## config.mk

```make
export PLATFORM = sky130hd
export DESIGN_NAME = multi_policy_cpu_scheduler
export DESIGN_NICKNAME = d
export VERILOG_FILES = /design/src/rtl/mps_pkg.sv /design/src/rtl/multi_policy_cpu_scheduler.sv /design/src/rtl/mps_queue.sv
export VERILOG_INCLUDE_DIRS = /design/src /design/src/rtl
export SDC_FILE = /design/constraint.sdc
export NUM_CORES = 1
export LEC_CHECK = 0
export ABC_AREA = 1
export BUFFER_PORTS_ARGS = -buffer_cell sky130_fd_sc_hd__buf_2
export CAP_MARGIN = 40
export CORE_ASPECT_RATIO = 0.5
export CORE_UTILIZATION = 35
export DETAILED_ROUTE_END_ITERATION = 12
export GPL_ROUTABILITY_DRIVEN = 1
export GPL_TIMING_DRIVEN = 1
export PLACE_DENSITY = 0.57
export SYNTH_ARGS = -nofsm -noshare
export SYNTH_HDL_FRONTEND = slang
export SYNTH_SLANG_ARGS = --single-unit
```

## constraint.sdc

```tcl
create_clock -name clock -period 13.3 [get_ports clock]
set_input_delay 0.665 -clock clock [delete_from_list [all_inputs] [get_ports clock]]
set_output_delay 0.665 -clock clock [all_outputs]
set_load 0.03 [all_outputs]
```

## src/rtl/assert_macros.svh

```systemverilog
// Assertion macros used by the scheduler top level.
`ifndef ASSERT_MACROS_SVH
`define ASSERT_MACROS_SVH
`ifndef ASSERT_OFF
`define ASSERT_ALWAYS(lbl, clk, rst, prop, msg) \
   lbl: assert property (@(posedge clk) disable iff (rst) (prop)) else $error(msg);
`define ASSERT_NEVER(lbl, clk, rst, prop, msg) \
   lbl: assert property (@(posedge clk) disable iff (rst) !(prop)) else $error(msg);
`else
`define ASSERT_ALWAYS(lbl, clk, rst, prop, msg)
`define ASSERT_NEVER(lbl, clk, rst, prop, msg)
`endif
`endif

```

## src/rtl/mps_pkg.sv

```systemverilog
// Types and constants of the multi-policy scheduler.
package mps_pkg;

   localparam logic CMD_ARRIVE = 1'b0;
   localparam logic CMD_TICK   = 1'b1;

   localparam logic [2:0] POL_FCFS  = 3'd0;
   localparam logic [2:0] POL_SJF   = 3'd1;
   localparam logic [2:0] POL_PRIO  = 3'd2;
   localparam logic [2:0] POL_RR    = 3'd3;
   localparam logic [2:0] POL_SRTF  = 3'd4;
   localparam logic [2:0] POL_PPRIO = 3'd5;

   localparam logic [1:0] REG_POLICY = 2'd0;
   localparam logic [1:0] REG_SLICE  = 2'd1;

   typedef struct packed {
      logic [7:0]  id;
      logic [15:0] total;
      logic [15:0] remain;
      logic [7:0]  prio;
   } job_type;

   typedef struct packed {
      logic       queue_full;
      logic       idle;
      logic       picked_valid;
      logic [7:0] picked_id;
      logic       finished_valid;
      logic [7:0] finished_id;
      logic       requeue_valid;
      logic [7:0] requeue_id;
   } result_type;

   typedef enum logic [2:0] {
      ST_IDLE,
      ST_SRCH,
      ST_SHIFT,
      ST_HEAD,
      ST_EXEC,
      ST_DONE
   } state_type;

endpackage

```

## src/rtl/multi_policy_cpu_scheduler.sv

```systemverilog
// Multi-policy single-CPU scheduler top level.
// Request channel (req_*): command 0 appends a job to the ready queue, command 1
// advances time by one tick. One response (rsp_*) follows every request.
// Config (csr_*): index 0 policy, index 1 round robin slice; always ready,
// write only while no request is in flight.
// Flow: an arrive passes from the idle state through the done state to the response
// register. A tick whose CPU is busy passes through the head, exec and done states; a
// tick that picks a job first scans the queue with one comparator (the whole queue for
// the minimum-search policies, only the head otherwise) and then compacts it before the
// head, exec and done states. The queue memory read port is registered.
// The block handles one request at a time: req_stall is high from acceptance
// until the response is loaded into the output register.
// A stalled response holds; the block waits with its result until rsp_stall falls.
// Reset empties the queue, clears the CPU, sets policy 0 and slice 4.
module multi_policy_cpu_scheduler #(
   parameter int QUEUE_DEPTH = 16
) (
   input  logic        clock,
   input  logic        reset,
   input  logic        req_valid,
   output logic        req_stall,
   input  logic        req_command,
   input  logic [7:0]  req_job_id,
   input  logic [15:0] req_job_burst,
   input  logic [7:0]  req_job_priority,
   output logic        rsp_valid,
   input  logic        rsp_stall,
   output logic        rsp_queue_full,
   output logic        rsp_idle,
   output logic        rsp_picked_valid,
   output logic [7:0]  rsp_picked_id,
   output logic        rsp_finished_valid,
   output logic [7:0]  rsp_finished_id,
   output logic        rsp_requeue_valid,
   output logic [7:0]  rsp_requeue_id,
   input  logic        csr_valid,
   output logic        csr_ready,
   input  logic [1:0]  csr_index,
   input  logic [7:0]  csr_data
);
   import mps_pkg::*;
`include "assert_macros.svh"

   localparam int CNT_W = $clog2(QUEUE_DEPTH + 1);
   localparam int IDX_W = $clog2(QUEUE_DEPTH);
   localparam logic [CNT_W-1:0] FULL = CNT_W'(QUEUE_DEPTH);
   localparam logic [CNT_W-1:0] ONE  = CNT_W'(1);

   state_type state_ff, state_in;
   logic [CNT_W-1:0] count_ff, count_in;
   logic run_valid_ff, run_valid_in;
   job_type run_ff, run_in;
   logic [7:0] slice_ff, slice_in;
   logic [2:0] policy_ff, policy_in;
   logic [7:0] tslice_ff, tslice_in;
   logic [CNT_W-1:0] ptr_ff, ptr_in;
   logic pend_ff, pend_in;
   logic [CNT_W-1:0] pidx_ff, pidx_in;
   job_type best_ff, best_in;
   logic [CNT_W-1:0] bidx_ff, bidx_in;
   result_type res_ff, res_in;
   result_type out_ff, out_in;
   logic rsp_valid_ff, rsp_valid_in;

   logic wr_en;
   logic [IDX_W-1:0] wr_addr, rd_addr;
   job_type wr_data, rd_data;

   logic req_take, out_free, min_pol, by_total, scan_done, shift_done;
   logic [CNT_W-1:0] limit;
   logic [15:0] cmp_a, cmp_b;
   logic cmp_lt;
   job_type run_next;
   logic [7:0] slice_next;
   logic preempt;

   mps_queue #(.DEPTH(QUEUE_DEPTH), .IDX_W(IDX_W)) u_queue (
      .clock   (clock),
      .wr_en   (wr_en),
      .wr_addr (wr_addr),
      .wr_data (wr_data),
      .rd_addr (rd_addr),
      .rd_data (rd_data)
   );

   assign req_stall = (state_ff != ST_IDLE);
   assign req_take  = req_valid && !req_stall;
   assign out_free  = !rsp_valid_ff || !rsp_stall;
   assign csr_ready = 1'b1;

   assign by_total   = (policy_ff == POL_SJF) || (policy_ff == POL_SRTF);
   assign min_pol    = by_total || (policy_ff == POL_PRIO) || (policy_ff == POL_PPRIO);
   assign limit      = min_pol ? count_ff : ONE;
   assign scan_done  = (ptr_ff >= limit) && !pend_ff;
   assign shift_done = (ptr_ff >= count_ff) && !pend_ff;

   // shared comparator
   always_comb begin
      cmp_a = 16'd0;
      cmp_b = 16'd0;
      if (state_ff == ST_SRCH) begin
         cmp_a = by_total ? rd_data.total : {8'd0, rd_data.prio};
         cmp_b = by_total ? best_ff.total : {8'd0, best_ff.prio};
      end else if (policy_ff == POL_SRTF) begin
         cmp_a = rd_data.remain;
         cmp_b = run_next.remain;
      end else begin
         cmp_a = {8'd0, rd_data.prio};
         cmp_b = {8'd0, run_ff.prio};
      end
   end
   assign cmp_lt = cmp_a < cmp_b;

   always_comb begin
      run_next = run_ff;
      if (run_ff.remain != 16'd0) begin
         run_next.remain = run_ff.remain - 16'd1;
      end
      slice_next = slice_ff + 8'd1;
      unique case (policy_ff)
         POL_RR:    preempt = (slice_next == tslice_ff);
         POL_SRTF,
         POL_PPRIO: preempt = (count_ff != '0) && cmp_lt;
         default:   preempt = 1'b0;
      endcase
   end

   // next state
   always_comb begin
      state_in = state_ff;
      unique case (state_ff)
         ST_IDLE: begin
            if (req_take) begin
               if (req_command == CMD_ARRIVE) state_in = ST_DONE;
               else if (run_valid_ff)         state_in = ST_HEAD;
               else if (count_ff == '0)       state_in = ST_DONE;
               else                           state_in = ST_SRCH;
            end
         end
         ST_SRCH:  if (scan_done) state_in = ST_SHIFT;
         ST_SHIFT: if (shift_done) state_in = ST_HEAD;
         ST_HEAD:  state_in = ST_EXEC;
         ST_EXEC:  state_in = ST_DONE;
         ST_DONE:  if (out_free) state_in = ST_IDLE;
         default:  state_in = ST_IDLE;
      endcase
   end

   // datapath
   always_comb begin
      count_in     = count_ff;
      run_valid_in = run_valid_ff;
      run_in       = run_ff;
      slice_in     = slice_ff;
      policy_in    = policy_ff;
      tslice_in    = tslice_ff;
      ptr_in       = ptr_ff;
      pend_in      = 1'b0;
      pidx_in      = pidx_ff;
      best_in      = best_ff;
      bidx_in      = bidx_ff;
      res_in       = res_ff;
      wr_en        = 1'b0;
      wr_addr      = count_ff[IDX_W-1:0];
      wr_data      = run_next;
      rd_addr      = ptr_ff[IDX_W-1:0];

      if (csr_valid && csr_ready) begin
         if (csr_index == REG_POLICY)     policy_in = csr_data[2:0];
         else if (csr_index == REG_SLICE) tslice_in = csr_data;
      end

      unique case (state_ff)
         ST_IDLE: begin
            res_in = '0;
            ptr_in = '0;
            if (req_take) begin
               if (req_command == CMD_ARRIVE) begin
                  if (count_ff == FULL) begin
                     res_in.queue_full = 1'b1;
                  end else begin
                     wr_en   = 1'b1;
                     wr_data = '{id: req_job_id, total: req_job_burst,
                                 remain: req_job_burst, prio: req_job_priority};
                     count_in = count_ff + ONE;
                  end
               end else if (!run_valid_ff && count_ff == '0) begin
                  res_in.idle = 1'b1;
               end
            end
         end
         ST_SRCH: begin
            if (ptr_ff < limit) begin
               ptr_in  = ptr_ff + ONE;
               pend_in = 1'b1;
               pidx_in = ptr_ff;
            end
            if (pend_ff && (pidx_ff == '0 || cmp_lt)) begin
               best_in = rd_data;
               bidx_in = pidx_ff;
            end
            if (scan_done) begin
               run_in       = best_ff;
               run_valid_in = 1'b1;
               slice_in     = 8'd0;
               res_in.picked_valid = 1'b1;
               res_in.picked_id    = best_ff.id;
               ptr_in = bidx_ff + ONE;
            end
         end
         ST_SHIFT: begin
            if (ptr_ff < count_ff) begin
               ptr_in  = ptr_ff + ONE;
               pend_in = 1'b1;
               pidx_in = ptr_ff;
            end
            if (pend_ff) begin
               wr_en   = 1'b1;
               wr_addr = IDX_W'(pidx_ff - ONE);
               wr_data = rd_data;
            end
            if (shift_done) count_in = count_ff - ONE;
         end
         ST_HEAD: begin
            rd_addr = '0;
         end
         ST_EXEC: begin
            run_in   = run_next;
            slice_in = slice_next;
            if (run_next.remain == 16'd0) begin
               res_in.finished_valid = 1'b1;
               res_in.finished_id    = run_ff.id;
               run_valid_in = 1'b0;
               slice_in     = 8'd0;
            end else if (preempt && count_ff != FULL) begin
               wr_en    = 1'b1;
               count_in = count_ff + ONE;
               res_in.requeue_valid = 1'b1;
               res_in.requeue_id    = run_ff.id;
               run_valid_in = 1'b0;
               slice_in     = 8'd0;
            end
         end
         ST_DONE: ;
         default: ;
      endcase
   end

   always_comb begin
      out_in       = out_ff;
      rsp_valid_in = rsp_valid_ff && rsp_stall;
      if (state_ff == ST_DONE && out_free) begin
         out_in       = res_ff;
         rsp_valid_in = 1'b1;
      end
   end

   always_ff @(posedge clock) begin
      if (reset) begin
         state_ff     <= ST_IDLE;
         count_ff     <= '0;
         run_valid_ff <= 1'b0;
         run_ff       <= '0;
         slice_ff     <= 8'd0;
         policy_ff    <= POL_FCFS;
         tslice_ff    <= 8'd4;
         pend_ff      <= 1'b0;
         rsp_valid_ff <= 1'b0;
      end else begin
         state_ff     <= state_in;
         count_ff     <= count_in;
         run_valid_ff <= run_valid_in;
         run_ff       <= run_in;
         slice_ff     <= slice_in;
         policy_ff    <= policy_in;
         tslice_ff    <= tslice_in;
         pend_ff      <= pend_in;
         rsp_valid_ff <= rsp_valid_in;
      end
      ptr_ff  <= ptr_in;
      pidx_ff <= pidx_in;
      best_ff <= best_in;
      bidx_ff <= bidx_in;
      res_ff  <= res_in;
      out_ff  <= out_in;
   end

   assign rsp_valid          = rsp_valid_ff;
   assign rsp_queue_full     = out_ff.queue_full;
   assign rsp_idle           = out_ff.idle;
   assign rsp_picked_valid   = out_ff.picked_valid;
   assign rsp_picked_id      = out_ff.picked_id;
   assign rsp_finished_valid = out_ff.finished_valid;
   assign rsp_finished_id    = out_ff.finished_id;
   assign rsp_requeue_valid  = out_ff.requeue_valid;
   assign rsp_requeue_id     = out_ff.requeue_id;

   `ASSERT_ALWAYS(a_count_bound, clock, reset, count_ff <= FULL, "queue count overflow")
   `ASSERT_ALWAYS(a_exec_running, clock, reset, (state_ff == ST_EXEC) |-> run_valid_ff, "exec without job")
   `ASSERT_NEVER(a_fin_requeue, clock, reset, rsp_valid && rsp_finished_valid && rsp_requeue_valid, "finish and requeue")
   `ASSERT_NEVER(a_idle_pick, clock, reset, rsp_valid && rsp_idle && rsp_picked_valid, "idle and pick")

endmodule

```

## src/rtl/mps_queue.sv

```systemverilog
// Ready queue storage: one write port, one registered read port.
module mps_queue #(
   parameter int DEPTH = 16,
   parameter int IDX_W = 4
) (
   input  logic             clock,
   input  logic             wr_en,
   input  logic [IDX_W-1:0] wr_addr,
   input  mps_pkg::job_type wr_data,
   input  logic [IDX_W-1:0] rd_addr,
   output mps_pkg::job_type rd_data
);
   import mps_pkg::*;

   job_type mem [DEPTH];
   job_type rd_data_ff;

   always_ff @(posedge clock) begin
      if (wr_en) begin
         mem[wr_addr] <= wr_data;
      end
      rd_data_ff <= mem[rd_addr];
   end

   assign rd_data = rd_data_ff;

endmodule

```

==> run summary, run 1 <==
### Yosys
- **simple-gate share of the synthesized area** 12.8%
- **number of nets in the synthesized netlist** 3503
- **synthesized area per cell** 12.0 µm²
- **#FFs+latches synth** 1015
- **fraction of registers with async set or reset after synthesis** 0%
- **Cell Area, Synth** 41100 µm²
- **sequential fraction of the synthesis area** 71.1%
- **Synth Area in Adders** 1.08%
- **most used flip-flop cell after synthesis** sky130_fd_sc_hd__edfxtp_1
- **fraction of the mapped netlist area in compound gates** 10.9%
- **number of enable-type register cells in the synthesized netlist** 889
- **number of unique standard cell types used by synthesis** 58
- **share of cell area taken by muxes after synthesis** 0%
- **XOR/XNOR Fraction of Synth Area** 0.655%
- **dominant combinational cell family by area after synthesis** simple AND/OR/NAND/NOR gates
- **instance count of the mapped netlist** 3420
- **total number of yosys warnings** 0

### Die
- **Die X** 487 µm
- **initial standard-cell utilization of the core** 35.5%
- **overall die height** 244 µm
- **Ports** 80
- **Die ar.** 119000 µm²
- **number of core rows** 88
- **core outline area** 116000 µm²

### Setup path
- **delay-heaviest family, CP** simple AND/OR/NAND/NOR gates
- **Critical path buffers and inverters** 5
- **cells along the critical path** inv_2 -> nor2_2 -> nand2_1 -> nand2_1 -> inv_2 -> nor2_1 -> inv_1 -> o22ai_1 -> inv_1 -> ha_1 -> a21oi_1 -> nor2_1 -> a211oi_1 -> o221a_2 -> nand3_2 -> a21oi_2 -> nand3_1 -> nand2_2 -> nand3_2 -> nor2_4 -> buf_4
- **required time reported for the critical path endpoint** 13630 ps
- **signal arrival time at the worst endpoint** 6660 ps
- **critical-path maximum fanout** 28
- **type of the setup path with the least slack** register to register
- **Worst path slowest cell** sky130_fd_sc_hd__nor2_4
- **Startpoint Class** register
- **largest incremental delay on the critical path** 770 ps
- **kind of capture point of the worst setup path** register

### Finish
- **layout overhead on the synthesized area** 14.6%
- **Layout Cell Area excl Fill** 47100 µm²
- **final core utilization** 40.7%
- **Net count, final** 3582
- **Post-Layout Cell Count** 5153
- **layout cells sized above 1** 11.2%

### CTS
- **count of buffers added by post-CTS timing repair for setup** 0
- **total CTS buffers** 96
- **Sinks on Clock Net** 1015
- **clock edge transition at the registers on the reported setup and hold paths** 60 ps
- **Root Buffer Master** sky130_fd_sc_hd__clkbuf_16
- **Skew-Pair Late Insertion Delay** 710 ps
- **clock tree from TritonCTS** yes
- **H-Tree Depth** 3
- **Post-CTS Resized** 0
- **Max Buffers Root-to-Sink** 3
- **# hold bufs at CTS** 0

### STA
- **worst hold margin** 226 ps
- **final critical path time including I/O delays and setup** 6330 ps
- **number of setup violations in the final report** 0
- **maximum operating frequency** 158 MHz
- **setup repair after global routing missed its margin** no
- **final hold vios** 0
- **Worst slew margin** 30.4%
- **Setup Total Neg Slack** 0 ps
- **share of the clock period used by the worst path after layout** 47.6%
- **slew at the pin closest to its max-slew limit** 1040 ps
- **setup skew after layout** 37.9 ps
- **Final Slew Violations** 0

### Power
- **fraction of power consumed by sequential logic** 39.3%
- **worst supply voltage drop on vdd** 0.128 mV
- **Power Internal** 7.08 mW
- **leakage** 16.1 nW
- **part of the total power dissipated in combinational logic** 36.9%
- **switching component of the power** 4.73 mW
- **areal power density over the cells** 251 nW/µm²
- **Switching Fraction** 40.0%
- **Clock Power Share** 23.9%

### Placement
- **area post-placement** 43900 µm²
- **number of port buffers** 78
- **number of placed instances with taps included** 4975
- **routability congestion estimate** 0.924
- **half-perimeter wire length of the detailed placement result** 73900 µm

### Global routing
- **gr ovfl total** 0
- **number of global-route vias before repair** 26600
- **first-pass GRT wire length** 177000 µm
- **total global-route track usage** 19.9%
- **pin count of the biggest net entering global routing** 163
- **antenna violations before repair** 4

### Routing
- **Detailed Route Iter0 Violations** 3425
- **wire length per cell** 23.2 µm
- **first drt pass iteration count** 5
- **Avg Vias per Cell** 5.42
- **via count** 27900
- **number of nets with antenna violations after routing** 0
- **DRC errors left** 0
- **Routed WL** 120000 µm

### Run
- **max-cap viol count** 0

### Hold path
- **path class of the lowest-slack min-delay path** input pin to register

### Run status
- **outcome** finished, final reports clean

## power groups by stage
stage               combinational, mW  sequential, mW  clock, mW
CTS                              4.27            4.63       2.86
finish                           4.35            4.64       2.82
floorplan                        2.42            4.65          0
global route                     4.71            4.66       2.99
global placement                 4.14            4.70          0
detailed placement               4.26            4.70          0
## flip-flops by register name (all words and copies together) (netlist names), 5 cells and up
register         cells
u_queue.mem        768
best_ff             48
run_ff              48
u_queue.rd_data     48
res_ff              29
rsp_finished_id      8
rsp_picked_id        8
rsp_requeue_id       8
slice_ff             8
tslice_ff            8
bidx_ff              5
count_ff             5
pidx_ff              5
ptr_ff               5
## synthesized netlist by cell type, types with 34 or more instances
library cell	number	area share, %
sky130_fd_sc_hd__edfxtp_1	889	65
sky130_fd_sc_hd__nor2_1	843	7.7
sky130_fd_sc_hd__nand2_1	262	2.4
sky130_fd_sc_hd__o21ai_0	245	3.0
sky130_fd_sc_hd__clkbuf_1	176	1.6
sky130_fd_sc_hd__inv_1	156	1.4
sky130_fd_sc_hd__o311ai_0	156	3.3
sky130_fd_sc_hd__dfxtp_1	126	6.1
sky130_fd_sc_hd__nand3_1	125	1.5
sky130_fd_sc_hd__a21oi_1	84	1.0
sky130_fd_sc_hd__o211ai_1	64	1.2
sky130_fd_sc_hd__o32ai_1	37	0.79
sky130_fd_sc_hd__ha_1	34	1.0
## area by class of cell
| class | count | area, µm² |
|---|---|---|
| multi-input combinational | 2035 | 10700 |
| clock inverter | 58 | 688 |
| timing repair buffer | 179 | 1380 |
| fill | 10900 | 68700 |
| tap | 1575 | 1970 |
| inverter | 172 | 659 |
| clock buffer | 117 | 2520 |
| sequential | 1015 | 29200 |
| antenna | 2 | 5.00 |
## routing by layer
layer / up-vias / wire, µm / global-route usage [%]
met1: 14000 / 55700 / 30.3
met2: 1199 / 50900 / 28.7
met5: - / 0 / 0
li1: 12600 / - / -
met3: 158 / 10500 / 3.98
met4: 0 / 2500 / 4.68
## tightest hold or removal path, delay by kind of cell
kind / cells / cell delay, ps
buffers and inverters: 1 / 100
and+or+nand+nor: 2 / 110
## kinds of logic after synthesis
logic type | Yosys count
adder cells (fa/ha/maj) | 35
other | 1
AO/OA/AOI/OAI | 670
XOR/XNOR | 29
buffers and inverters | 370
flip-flops | 1015
AND/OR/NAND/NOR | 1300
## worst paths after layout
check	from	endpoint	slack, ps	cells after the start
max	policy_ff[2]	u_queue.mem[11][12]	6970	21
min reg2reg	res_ff[25]	rsp_picked_id[7]	400	0
max reg2reg	policy_ff[2]	u_queue.mem[11][12]	6970	21
min	csr_data[2]	tslice_ff[2]	230	3
## metrics by stage
step	setup WS, ps	power [mW]
floorplan	7700	7.06
global placement	7100	8.85
detailed placement	7060	8.96
CTS	7050	11.8
global route	6590	12.4
finish	6970	11.8
## placed cells by master, fill, tap and decap left out, types with 81 or more instances in the layout
| cell type | netlist | final |
|---|---|---|
| sky130_fd_sc_hd__edfxtp_1 | 889 | 889 |
| sky130_fd_sc_hd__nor2_1 | 843 | 826 |
| sky130_fd_sc_hd__nand2_1 | 262 | 259 |
| sky130_fd_sc_hd__o21ai_0 | 245 | 245 |
| sky130_fd_sc_hd__o311ai_0 | 156 | 156 |
| sky130_fd_sc_hd__inv_1 | 156 | 154 |
| sky130_fd_sc_hd__dfxtp_1 | 126 | 126 |
| sky130_fd_sc_hd__nand3_1 | 125 | 124 |
| sky130_fd_sc_hd__clkbuf_16 | 0 | 98 |
| sky130_fd_sc_hd__a21oi_1 | 84 | 83 |
| sky130_fd_sc_hd__buf_4 | 1 | 81 |
(Power assumes the default switching activity.)
==> run 2, diff against run 1 <==
clock period = 6.2 ns   (was 13.3 ns; I/O delays follow)
==> run summary, run 2 (same netlist as run 1, synthesis figures left out) <==
### Power
- **Switching Fraction** 40.4%, was 40.0%
- **fraction of power consumed by sequential logic** 38.6%, was 39.3%
- **Clock Power Share** 23.6%, was 23.9%
- **leakage** 16.2 nW, was 16.1 nW
- **switching component of the power** 10.4 mW, was 4.73 mW
- **worst supply voltage drop on vdd** 0.508 mV, was 0.128 mV
- **part of the total power dissipated in combinational logic** 37.8%, was 36.9%
- **areal power density over the cells** 545 nW/µm², was 251 nW/µm²
- **Power Internal** 15.4 mW, was 7.08 mW
- **Power Total** 25.9 mW, was 11.8 mW

### STA
- **Setup Total Neg Slack** 0 ps, unchanged
- **maximum operating frequency** 176 MHz, was 158 MHz
- **setup skew after layout** 48.9 ps, was 37.9 ps
- **final critical path time including I/O delays and setup** 5690 ps, was 6330 ps
- **final setup slack of the worst path** 508 ps, was 6970 ps
- **number of setup violations in the final report** 0, unchanged
- **share of the clock period used by the worst path after layout** 91.8%, was 47.6%
- **slew at the pin closest to its max-slew limit** 1120 ps, was 1040 ps
- **setup repair after global routing missed its margin** no, unchanged
- **worst hold margin** 73.4 ps, was 226 ps
- **Final Slew Violations** 0, unchanged
- **Worst slew margin** 25.4%, was 30.4%
- **final hold vios** 0, unchanged

### Finish
- **FF/Latch Area** 29200 µm², unchanged
- **commonest cells after routing, fill and taps aside** sky130_fd_sc_hd__edfxtp_1 (889), sky130_fd_sc_hd__nor2_1 (826), sky130_fd_sc_hd__nand2_1 (259), sky130_fd_sc_hd__o21ai_0 (245), sky130_fd_sc_hd__o311ai_0 (155), was sky130_fd_sc_hd__edfxtp_1 (889), sky130_fd_sc_hd__nor2_1 (826), sky130_fd_sc_hd__nand2_1 (259), sky130_fd_sc_hd__o21ai_0 (245), sky130_fd_sc_hd__o311ai_0 (156)
- **Most flops, register** u_queue.mem, unchanged
- **final core utilization** 41.0%, was 40.7%
- **area used by multi-input combinational logic** 10700 µm², about the same
- **layout cells sized above 1** 11.8%, was 11.2%
- **most common library cell in the layout ignoring fill and taps** sky130_fd_sc_hd__edfxtp_1, unchanged
- **Layout fillers** 10800, was 10900
- **number of flip-flops under the largest register name** 768, unchanged
- **layout overhead on the synthesized area** 15.5%, was 14.6%
- **Net count, final** 3610, was 3582

### Routing
- **via count** 27800, was 27900
- **Routed WL** 122000 µm, was 120000 µm
- **wire length per cell** 23.6 µm, was 23.2 µm
- **first drt pass iteration count** 6, was 5
- **number of nets with antenna violations after routing** 0, unchanged
- **DRC errors left** 0, unchanged
- **Detailed Route Iter0 Violations** 3482, was 3425
- **Avg Vias per Cell** 5.37, was 5.42

### Die
- **number of core rows** 88, unchanged
- **Die ar.** 119000 µm², unchanged
- **Ports** 80, unchanged
- **overall die height** 244 µm, unchanged
- **core outline area** 116000 µm², unchanged
- **Die X** 487 µm, unchanged
- **initial standard-cell utilization of the core** 35.5%, unchanged

### CTS
- **Skew-Pair Late Insertion Delay** 710 ps, about the same
- **Root Buffer Master** sky130_fd_sc_hd__clkbuf_16, unchanged
- **Max Buffers Root-to-Sink** 3, unchanged
- **H-Tree Depth** 3, unchanged
- **clock edge transition at the registers on the reported setup and hold paths** 70 ps, was 60 ps
- **count of buffers added by post-CTS timing repair for setup** 0, unchanged
- **total CTS buffers** 95, was 96
- **Sinks on Clock Net** 1015, unchanged
- **clock tree from TritonCTS** yes, unchanged

### Setup path
- **signal arrival time at the worst endpoint** 6030 ps, was 6660 ps
- **cells along the critical path** inv_2 -> nor2_2 -> nand2_1 -> nand2_1 -> inv_2 -> nor2_1 -> inv_1 -> o22ai_1 -> inv_1 -> ha_1 -> a21oi_1 -> nor2_1 -> a211oi_1 -> o221a_2 -> nand3_2 -> a21oi_2 -> nand3_1 -> nand2_2 -> nand3_2 -> nor2_4 -> buf_4, unchanged
- **type of the setup path with the least slack** register to register, unchanged
- **largest incremental delay on the critical path** 680 ps, was 770 ps
- **kind of capture point of the worst setup path** register, unchanged
- **Startpoint Class** register, unchanged
- **required time reported for the critical path endpoint** 6540 ps, was 13630 ps
- **delay-heaviest family, CP** simple AND/OR/NAND/NOR gates, unchanged
- **critical-path maximum fanout** 25, was 28
- **Critical path buffers and inverters** 5, unchanged
- **Worst path slowest cell** sky130_fd_sc_hd__nor2_4, unchanged

### Run
- **max-cap viol count** 0, unchanged

### Placement
- **minimum setup slack after placement** 549 ps, was 7060 ps
- **number of port buffers** 78, unchanged
- **routability congestion estimate** 0.953, was 0.924
- **half-perimeter wire length of the detailed placement result** 77400 µm, was 73900 µm

### Hold path
- **path class of the lowest-slack min-delay path** input pin to register, unchanged

### Global routing
- **pin count of the biggest net entering global routing** 161, was 163
- **antenna violations before repair** 6, was 4
- **first-pass GRT wire length** 180000 µm, was 177000 µm
- **total global-route track usage** 20.3%, was 19.9%
- **number of global-route vias before repair** 26100, was 26600
- **gr ovfl total** 0, unchanged

### Run status
- **outcome** finished, final reports clean, unchanged

run 2: area by class of cell:
type / count / share of cell area [%]
flip-flops and latches: 1015 / 61.6
multi-input cells: 2035 / 22.6
clock buffers: 122 / 5.44
well taps: 1575 / 4.15
repair buffers: 208 / 3.47
clock inverters: 51 / 1.40
inverters: 172 / 1.39
diodes: 1 / 0.00527
run 2: timing repair:
| item | 4_1_cts | 5_1_grt |
|---|---|---|
| gates resized for setup | 0 | 0 |
| hold endpoints to repair | 16 | 0 |
| hold buffers | 12 | 0 |
run 2: final timing paths:
kind,from,to,slack [ps],cells past startpoint
setup / recovery,policy_ff[2],u_queue.mem[7][44],510,21
hold / removal,req_command,res_ff[28],70,2
setup reg to reg,policy_ff[2],u_queue.mem[7][44],510,21
hold reg to reg,res_ff[3],rsp_requeue_id[3],420,0
run 2: worst register-to-register path: stages, from the launching register on:
cell                       delay, ps
sky130_fd_sc_hd__dfxtp_1         340
sky130_fd_sc_hd__inv_2            70
sky130_fd_sc_hd__nor2_2          120
sky130_fd_sc_hd__nand2_1         320
sky130_fd_sc_hd__nand2_1         460
sky130_fd_sc_hd__inv_2           180
sky130_fd_sc_hd__nor2_1          160
sky130_fd_sc_hd__inv_1           250
sky130_fd_sc_hd__o22ai_1         250
sky130_fd_sc_hd__inv_1            70
sky130_fd_sc_hd__ha_1            310
sky130_fd_sc_hd__a21oi_1         140
sky130_fd_sc_hd__nor2_1           50
sky130_fd_sc_hd__a211oi_1        200
sky130_fd_sc_hd__o221a_2         260
sky130_fd_sc_hd__nand3_2         100
sky130_fd_sc_hd__a21oi_2         190
sky130_fd_sc_hd__nand3_1         160
sky130_fd_sc_hd__nand2_2         220
sky130_fd_sc_hd__nand3_2         240
sky130_fd_sc_hd__nor2_4          680
sky130_fd_sc_hd__buf_4           550
run 2: layer usage:
metal	up-vias	global-route usage, %	share of wire, %
li1	12600	-	-
met5	-	0	0.011
met4	2	4.07	1.8
met1	13900	31.6	47
met3	154	3.76	8.4
met2	1181	29.2	42
run 2: metrics by stage:
step	std cells	area, µm²
global route	5178	47400
finish	5179	47400
CTS	5177	47400
global placement	4972	43900
floorplan	3420	41100
detailed placement	4992	44100
run 2: power by group through the flow:
stage / clock, mW / combinational (mW) / sequential [mW]
final: 6.11 / 9.78 / 9.98
after global routing: 6.45 / 10.5 / 10.0
after CTS: 6.19 / 9.64 / 9.97
after detailed placement: 0 / 9.60 / 10.1
after global placement: 0 / 9.35 / 10.1
after floorplan: 0 / 5.18 / 9.97
